[src/rtl/vmt_pkg.sv]
// shared types, constants and stage-enable struct for the 4x4 transform engine
package vmt_pkg;

    localparam int WORD_W        = 32;
    localparam int MAT_DIM       = 4;
    localparam int MAT_ENTRIES   = MAT_DIM * MAT_DIM;
    localparam int IDX_W         = 2;
    localparam int FRAC_BITS_DEF = 16;

    typedef logic signed [WORD_W-1:0] word_t;
    typedef logic [IDX_W-1:0]         idx_t;

    localparam word_t WORD_MAX = 32'sh7FFF_FFFF;
    localparam word_t WORD_MIN = 32'sh8000_0000;

    localparam logic MODE_LOAD  = 1'b0;
    localparam logic MODE_XFORM = 1'b1;

    // per-stage load enables of the arithmetic pipeline
    typedef struct packed {
        logic mul_en;
        logic pair_en;
        logic sum_en;
    } stage_en_t;

endpackage

[src/rtl/vmt_matrix_store.sv]
// 4x4 coefficient store, one write port, all entries visible at once
module vmt_matrix_store
(
    input  logic          clk,
    input  logic          rst_n,
    input  logic          wr_en,
    input  vmt_pkg::idx_t wr_row,
    input  vmt_pkg::idx_t wr_col,
    input  vmt_pkg::word_t wr_data,
    output vmt_pkg::word_t coef [vmt_pkg::MAT_ENTRIES]
);

    vmt_pkg::word_t coef_reg [vmt_pkg::MAT_ENTRIES];
    logic [2*vmt_pkg::IDX_W-1:0] wr_idx;

    assign wr_idx = {wr_row, wr_col};

    always_ff @(posedge clk or negedge rst_n)
    begin
        if (!rst_n)
        begin
            for (int i = 0; i < vmt_pkg::MAT_ENTRIES; i++)
            begin
                coef_reg[i] <= '0;
            end
        end
        else if (wr_en)
        begin
            coef_reg[wr_idx] <= wr_data;
        end
    end

    assign coef = coef_reg;

endmodule

[config.mk]
export PLATFORM = sky130hd
export DESIGN_NAME = vmt_matrix_store
export DESIGN_NICKNAME = d
export VERILOG_FILES = /design/src/rtl/vmt_pkg.sv /design/src/rtl/vmt_matrix_store.sv
export SDC_FILE = /design/constraint.sdc
export NUM_CORES = 1
export LEC_CHECK = 0
export BUFFER_PORTS_ARGS = -buffer_cell sky130_fd_sc_hd__buf_2
export CORE_AREA = 4 4 215 217
export DETAILED_ROUTE_END_ITERATION = 10
export DIE_AREA = 0 0 219 221
export PLACE_DENSITY_LB_ADDON = 0.25
export SLEW_MARGIN = 10
export SYNTH_ARGS = -nofsm -noshare
export SYNTH_HDL_FRONTEND = slang
export SYNTH_SLANG_ARGS = --single-unit
export TNS_END_PERCENT = 10
[constraint.sdc]
create_clock -name clk -period 1.14 [get_ports clk]
set_clock_uncertainty 0.1 [all_clocks]
set_input_delay 0.228 -clock clk [delete_from_list [all_inputs] [get_ports clk]]
set_output_delay 0.228 -clock clk [all_outputs]
set_load 0.02 [all_outputs]
==> flow_summary.yaml, run 1 <==
die:
  core-area_sq_um: 44100
  rows: 77
  initial_utilization_pct: 43.3
  io_pins: 551
  die_w_um: 219
  die_area_sq_um: 48400
  die_y_um: 221
final_layout:
  largest_reg_flops: 512
  utilization_pct: 61.8
  drive_above_1_share_pct: 69.5
  fin_nets: 1773
  syn_to_final_growth_pct: 42.8
global_routing:
  gr-total-overflow: 0
  grt_max_degree: 68
  grt_use_total_pct: 23.9
  grt_pass1_vias: 13200
  antenna_found_initial: 3
  grt_pass1_wl_mm: 88.0
setup_path:
  required_ps: 810
  start_kind: "flop"
  cpLargestDelayFamily: "flip-flops"
  crit_cells: 1
  crit_end: "coef[427]"
  crit_fanout: 2
  r2r_cells: 2
  r2r_end: "coef[390]"
  cp_slowest_cell: "dfrtp_1"
  critical_path_buf_inv_count: 1
  r2r_setup_slack_ps: 100
  crit_type: "reg -> out"
  path_cells: "buf_6"
  reg2reg_from: "coef[390]"
  crit_path_end_kind: "output port"
  cp_data_arrival_time_ps: 1140
  slowest_delay_ps: 420
  critPathLaunch: "coef[427]"
timing:
  slew_headroom_pct: 66.2
  fin_crit_sh_pct: 128
  maxSlewViolCount: 0
  rsz0062_at_grt: "yes"
  worst_slew_pin_slew_ps: 507
  max_freq_mhz: 683
  period_minus_slack_ps: 1460
  setup_viol: 512
  final_hold_viol_count: 0
  layout_setup_ws_ps: -324
logic_synthesis:
  synth_top_family_by_area: "multiplexers"
  ys_seq_area_share_pct: 67.1
  synth-seq-cells: 512
  muxShareOfSynthArea_pct: 30.2
  yosys.area_share.simple_pct: 0.675
  ys_types: 15
  synth_fa_ha_area_share_pct: 0
  synth-compound-area-share_pct: 0
  synth_area_sq_um: 19100
  synth_xor_area_share_pct: 0
  synthesis.nets: 1172
  avgSynthCellArea_sq_um: 16.9
  synth_cells: 1133
  yosys_warnings: 0
cts:
  ctsLongestPathBuffers: 3
  root_buffer: "clkbuf_16"
  cts_num_sinks: 512
  clk_pin_slew_ps: 60
  cts_buffers: 52
  htree_levels: 2
  insertion_delay_ps: 570
  tritoncts: "yes"
placement:
  io_buffers: 550
  place_congestion: 0.799
  hpwl_mm: 41.2
drt:
  drtPass1Iterations: 4
  drc_errors: 0
  via_per_inst: 5.10
  drtIter0Drc: 592
  drt-total-wl_mm: 58.9
  routedWlPerCell_um: 24.9
  via_count: 12100
  ant_nets: 0
hold_path:
  hp-class: "in -> reg"
run_status:
  outcome: "complete, but fails checks"
  violations: "negative setup slack"
power:
  vdd.ir_drop.worst_uv: 1540
  total_power_mw: 62.3
  p_leak_nw: 12.9
  powerDensity_nw_per_um2: 2280
job:
  max_cap_viol_count: 0
## placed cells by master (no fill, tap or decap), types with 3 or more instances in the layout
cell type  instances
mux2_2           471
bufinv_16          3
clkinv_2           9
dfrtp_1          512
mux2_4            33
nand2b_2           3
nor2_4             9
nand3b_1           3
clkbuf_1          12
clkbuf_8          15
buf_4             48
buf_6            336
mux2_1             8
buf_12            32
clkbuf_16         53
buf_2            213
## metrics by stage
step | worst slack [ps] | std cells | area (sq um) | hold slack, ps | setup TNS, ps
after CTS | -372 | 2358 | 26600 | 35.4 | -172040
after detailed placement | -691 | 2249 | 23300 | -54.3 | -270120
after global routing | -383 | 2367 | 27300 | 68.9 | -178080
after global placement | -650 | 2249 | 23300 | -55.6 | -260260
final | -324 | 2367 | 27300 | 78.7 | -150180
after floorplan | -403 | 1133 | 19300 | -168 | -140180
## power by group
| group | total (mW) | switching (mW) | leakage (nW) | internal (mW) |
|---|---|---|---|---|
| registers | 25.4 | 2.93 | 6.28 | 22.4 |
| logic | 19.8 | 10.1 | 5.81 | 9.72 |
| clock network | 17.1 | 6.92 | 0.857 | 10.2 |
| total | 62.3 | 20.0 | 12.9 | 42.3 |
## logic make-up after synthesis
family,after synthesis
mux,512
flops,512
simple gates,24
buf+inv,85
## final cells by class
cell class                 count  area [sq um]
antenna                        2          5.00
sequential                   512         12800
tap                          592           741
multi-input combinational    536          6120
fill                        3359         16800
timing repair buffer         632          5890
clock buffer                  80          1580
clock inverter                13           144
## metal layers
| metal | part of all wire (%) | global-route usage (%) | vias up |
|---|---|---|---|
| li1 | - | - | 5166 |
| met1 | 40 | 29.9 | 6442 |
| met2 | 50 | 40.2 | 382 |
| met3 | 7.5 | 7.65 | 83 |
| met4 | 2.8 | 6.59 | 0 |
| met5 | 0 | 0 | - |
## worst min-delay path by stage
stage	start	endpoint	slack, ps	depth (start not counted)
floorplan	rst_n	coef[0]	-170	0
global placement	rst_n	coef[385]	-60	1
detailed placement	rst_n	coef[385]	-50	1
CTS	wr_data[26]	coef[378]	40	2
global route	wr_data[26]	coef[378]	70	2
finish	wr_data[26]	coef[378]	80	2
## cell usage after synthesis
library cell	count	area share, %
mux2_2	502	30
buf_6	3	0.18
buf_1	3	0.059
nand2b_1	4	0.13
nand3_1	1	0.026
buf_2	42	1.1
or3_1	2	0.065
nor2_1	10	0.20
nor2b_1	1	0.033
nor3b_2	1	0.065
nand2_1	2	0.039
clkbuf_1	37	0.73
nand3b_1	3	0.12
dfrtp_1	512	67
mux2_1	10	0.59
## repair_timing
item,in CTS,in global routing
hold buffers,2,0
endpoints found under the hold margin,512,0
pin swaps,0,2
resized for setup,491,187
setup endpoints to repair,535,648
buffers inserted,14,7
Power figures use the tool's default switching activity.
==> inputs of run 2 (changes only) <==
--- a/config.mk
+++ b/config.mk
@@ -6,12 +6,12 @@
 export NUM_CORES = 1
 export LEC_CHECK = 0
 export BUFFER_PORTS_ARGS = -buffer_cell sky130_fd_sc_hd__buf_2
-export CORE_AREA = 4 4 215 217
+export CORE_AREA = 4 4 211 213
+export CTS_BUF_LIST = sky130_fd_sc_hd__clkbuf_8
 export DETAILED_ROUTE_END_ITERATION = 10
-export DIE_AREA = 0 0 219 221
+export DIE_AREA = 0 0 215 217
 export PLACE_DENSITY_LB_ADDON = 0.25
 export SLEW_MARGIN = 10
 export SYNTH_ARGS = -nofsm -noshare
 export SYNTH_HDL_FRONTEND = slang
 export SYNTH_SLANG_ARGS = --single-unit
-export TNS_END_PERCENT = 10
==> flow_summary.yaml, run 2 (synthesis gave the netlist of run 1 again) <==
power:
  vdd.ir_drop.worst_uv: 1550
  switching_power_mw: 22.6
  p_clk_share_pct: 23.8
  p_sw_share_pct: 33.1
  powerDensity_nw_per_um2: 2190
  power.share.sequential_pct: 38.0
  pwr-share-comb_pct: 38.1
  p_leak_nw: 15.3
  internal_power_mw: 45.7
drt:
  drtIter0Drc: 679
  drt-total-wl_mm: 69.8
  drtPass1Iterations: 5
  routedWlPerCell_um: 26.2
  via_count: 13900
  via_per_inst: 5.20
  ant_nets: 0
  drc_errors: 0
run_status:
  violations: "negative setup slack"
  outcome: "complete, but fails checks"
setup_path:
  r2r_setup_slack_ps: -60
  slowest_delay_ps: 450
  crit_end: "coef[47]"
  cpLargestDelayFamily: "flip-flops"
  cp_slowest_cell: "dfrtp_1"
  r2r_end: "coef[15]"
  reg2reg_from: "coef[15]"
  cp_data_arrival_time_ps: 1310
  r2r_cells: 3
  crit_cells: 1
  critPathLaunch: "coef[47]"
  critical_path_buf_inv_count: 1
  start_kind: "flop"
  crit_type: "reg -> out"
  crit_fanout: 2
  crit_path_end_kind: "output port"
  path_cells: "buf_6"
  required_ps: 810
die:
  die_y_um: 217
  io_pins: 551
  initial_utilization_pct: 44.7
  die_area_sq_um: 46700
  core-area_sq_um: 42700
  rows: 76
  die_w_um: 215
timing:
  slew_headroom_pct: 67.0
  final_hold_viol_count: 0
  period_minus_slack_ps: 1640
  hold_slack_ps: 46.8
  layout_setup_ws_ps: -496
  max_freq_mhz: 611
  setup_viol: 524
  rsz0062_at_grt: "yes"
  worst_slew_pin_slew_ps: 496
  maxSlewViolCount: 0
  setup_tns_ps: -206320
  fin_crit_sh_pct: 143
cts:
  insertion_delay_ps: 670
  root_buffer: "clkbuf_8"
  clk_pin_slew_ps: 60
  cts_buffers: 85
  ctsLongestPathBuffers: 3
  htree_levels: 3
  cts_num_sinks: 512
  tritoncts: "yes"
placement:
  hpwl_mm: 41.5
  io_buffers: 550
  place_area_sq_um: 23900
  place_congestion: 0.812
  dpl.cell_count: 2213
final_layout:
  layout_commonest_cell: "buf_6"
  largest_reg_flops: 512
  utilization_pct: 73.0
  final_cell_mix: "buf_6 (515), dfrtp_1 (512), mux2_2 (328), buf_4 (303), mux2_4 (180)"
  fin_area_sq_um: 31200
  fin_nets: 2096
  syn_to_final_growth_pct: 63.2
  fillerInstances: 2420
  finalNonFillerCells: 2663
  drive_above_1_share_pct: 72.9
global_routing:
  grt_max_degree: 57
  grt_pass1_vias: 15400
  grt_use_total_pct: 28.8
  antenna_found_initial: 4
  grt_pass1_wl_mm: 101
  gr-total-overflow: 0
hold_path:
  hp-class: "in -> reg"
job:
  max_cap_viol_count: 0
run 2: cell types whose count changed in the layout (fill, tap and decap cells not counted), sizes merged:
cell	before	now
bufinv	3	1
dlygate4sd3	2	29
clkbuf	80	106
clkinvlp	0	4
buf	630	893
inv	0	26
clkinv	10	9
diode	2	1
run 2: what timing repair did:
action,4_1_cts,5_1_grt
resized for setup,1024,6
hold buffers,29,0
hold endpoints to repair,854,0
setup buffers,159,115
setup endpoints to repair,512,512
run 2: power by group through the flow:
stage               clock [mW]  sequential (mW)  combinational, mW
finish                    16.3             25.9               26.0
global placement             0             24.9               17.0
global route              17.4             26.4               27.0
detailed placement           0             25.0               17.2
floorplan                    0             30.1               4.79
CTS                       16.3             25.7               24.2
run 2: worst min path at each step:
stage,start,endpoint,slack (ps),cells past startpoint
2_1_floorplan,rst_n,coef[0],-170,0
3_3_place_gp,rst_n,coef[277],-30,1
3_5_place_dp,rst_n,coef[277],-30,1
4_1_cts,wr_data[26],coef[90],5,2
5_1_grt,wr_data[0],coef[64],20,2
6_report,wr_data[0],coef[64],50,2
run 2: stage by stage:
stage / total power, mW / setup WS [ps]
2_1_floorplan: 34.9 / -403
3_3_place_gp: 41.8 / -625
3_5_place_dp: 42.2 / -653
4_1_cts: 66.2 / -502
5_1_grt: 70.8 / -529
6_report: 68.2 / -496
run 2: cell type report:
| type | count | area (sq um) | share of cell area [%] |
|---|---|---|---|
| tap | 546 | 683 | 2.19 |
| multi-input combinational | 536 | 6700 | 21.5 |
| clock buffer | 106 | 1460 | 4.68 |
| timing repair buffer | 922 | 9310 | 29.9 |
| antenna | 1 | 2.50 | 0.00803 |
| clock inverter | 40 | 208 | 0.666 |
| sequential | 512 | 12800 | 41.1 |
run 2: metal layers:
metal | routed length, um | share of wire [%] | GRT usage, % | vias up
met5 | 34 | 0.049 | 0 | -
met4 | 3550 | 5.1 | 13.4 | 6
met1 | 26300 | 38 | 34.6 | 7200
met2 | 34000 | 49 | 46.7 | 651
li1 | - | - | - | 5814
met3 | 5990 | 8.6 | 10.4 | 189
==> inputs of run 3 (changes only) <==
--- a/config.mk
+++ b/config.mk
@@ -6,10 +6,9 @@
 export NUM_CORES = 1
 export LEC_CHECK = 0
 export BUFFER_PORTS_ARGS = -buffer_cell sky130_fd_sc_hd__buf_2
-export CORE_AREA = 4 4 211 213
-export CTS_BUF_LIST = sky130_fd_sc_hd__clkbuf_8
+export CORE_AREA = 4 4 215 217
 export DETAILED_ROUTE_END_ITERATION = 10
-export DIE_AREA = 0 0 215 217
+export DIE_AREA = 0 0 219 221
 export PLACE_DENSITY_LB_ADDON = 0.25
 export SLEW_MARGIN = 10
 export SYNTH_ARGS = -nofsm -noshare
==> flow_summary.yaml, run 3 (synthesis gave the netlist of run 1 again) <==
setup_path:
  cp_slowest_cell: "dfrtp_1"
  cpLargestDelayFamily: "flip-flops"
  path_cells: "buf_6"
  cp_data_arrival_time_ps: 1190
  crit_fanout: 2
  start_kind: "flop"
  required_ps: 810
  reg2reg_from: "coef[488]"
  critical_path_buf_inv_count: 1
  critPathLaunch: "coef[14]"
  crit_path_end_kind: "output port"
  crit_type: "reg -> out"
  slowest_delay_ps: 430
job:
  max_cap_viol_count: 0
cts:
  root_buffer: "clkbuf_16"
  insertion_delay_ps: 590
  htree_levels: 2
  cts_num_sinks: 512
  cts_buffers: 53
  clk_pin_slew_ps: 70
  tritoncts: "yes"
  ctsLongestPathBuffers: 3
power:
  p_leak_nw: 15.2
  vdd.ir_drop.worst_uv: 1750
  powerDensity_nw_per_um2: 2230
drt:
  routedWlPerCell_um: 26.9
  via_count: 13500
  drtIter0Drc: 719
  drtPass1Iterations: 6
  via_per_inst: 5.17
  ant_nets: 0
  drt-total-wl_mm: 70.5
  drc_errors: 0
timing:
  setup_tns_ps: -158460
  slew_headroom_pct: 66.3
  layout_setup_ws_ps: -374
  fin_crit_sh_pct: 133
  rsz0062_at_grt: "yes"
  maxSlewViolCount: 0
  max_freq_mhz: 661
  worst_slew_pin_slew_ps: 506
  final_hold_viol_count: 0
  period_minus_slack_ps: 1510
  setup_viol: 526
die:
  rows: 77
  die_w_um: 219
  initial_utilization_pct: 43.3
  io_pins: 551
  die_area_sq_um: 48400
  die_y_um: 221
  core-area_sq_um: 44100
placement:
  place_area_sq_um: 24100
  io_buffers: 550
  preCtsSetupSlack_ps: -645
  hpwl_mm: 42.4
  place_congestion: 0.808
  dpl.cell_count: 2271
global_routing:
  antenna_found_initial: 2
  gr-total-overflow: 0
  grt_max_degree: 85
  grt_use_total_pct: 27.1
  grt_pass1_wl_mm: 98.8
  grt_pass1_vias: 14600
final_layout:
  drive_above_1_share_pct: 73.9
  finalNonFillerCells: 2618
  syn_to_final_growth_pct: 63.9
  final_cell_mix: "buf_6 (521), dfrtp_1 (512), mux2_2 (320), buf_4 (263), mux2_4 (188)"
  utilization_pct: 71.0
  largest_reg_flops: 512
  layout_commonest_cell: "buf_6"
  fin_nets: 2020
  fin_area_sq_um: 31300
run_status:
  outcome: "complete, but fails checks"
  violations: "negative setup slack"
hold_path:
  hp-class: "in -> reg"
  min_from: "wr_data[19]"
run 3: cell count changes in the layout (fill, tap and decap cells not counted), moves of 6 or more:
cell           change
mux2_4             +8
buf_4             -40
dlygate4sd3_1     -26
clkbuf_8          -87
buf_6              +6
clkbuf_16         +62
buf_12             +8
mux2_2             -8
clkbuf_1           +7
inv_1             -25
run 3: worst paths after layout:
kind	end	slack [ps]	depth (start not counted)
min	coef[371]	50	2
max in group asynchronous	coef[120]	30	3
min in group asynchronous	coef[469]	130	3
max reg2reg	coef[488]	-80	3
min reg2reg	coef[356]	420	1
max	coef[14]	-370	1
run 3: layout make-up:
type	instances	area [sq um]
flip-flops and latches	512	12800
fillers	2695	12800
repair buffers	878	9190
multi-input cells	536	6740
clock buffers	81	1660
well taps	592	741
clock inverters	17	169
diodes	2	5.00
run 3: what timing repair did:
item                        CTS  global route
hold endpoints to repair    515             7
pin swaps                     0             6
gates resized for setup    1026            25
buffers inserted            140            96
hold buffers                  3             1
gates cloned                  1             7
setup endpoints to repair   516           613
run 3: power by group:
group,internal [mW],switching [mW],leakage (nW)
Combinational,14.3,11.3,7.97
Sequential,22.4,3.51,6.28
Clock,10.7,7.40,0.913
Total,47.4,22.2,15.2
run 3: per-stage QoR:
step | hold WS, ps | power, mW
2_1_floorplan | -168 | 34.9
3_3_place_gp | -33.4 | 41.9
3_5_place_dp | -35.1 | 42.2
4_1_cts | 15.7 | 67.9
5_1_grt | 48.9 | 72.1
6_report | 50.6 | 69.7
run 3: routing by layer:
layer / up-vias / share of wire, % / GRT usage, %
met5: - / 0 / 0
met4: 0 / 4.3 / 11.7
met3: 157 / 7.6 / 8.04
met2: 546 / 49 / 44.9
met1: 7180 / 39 / 33.0
li1: 5644 / - / -
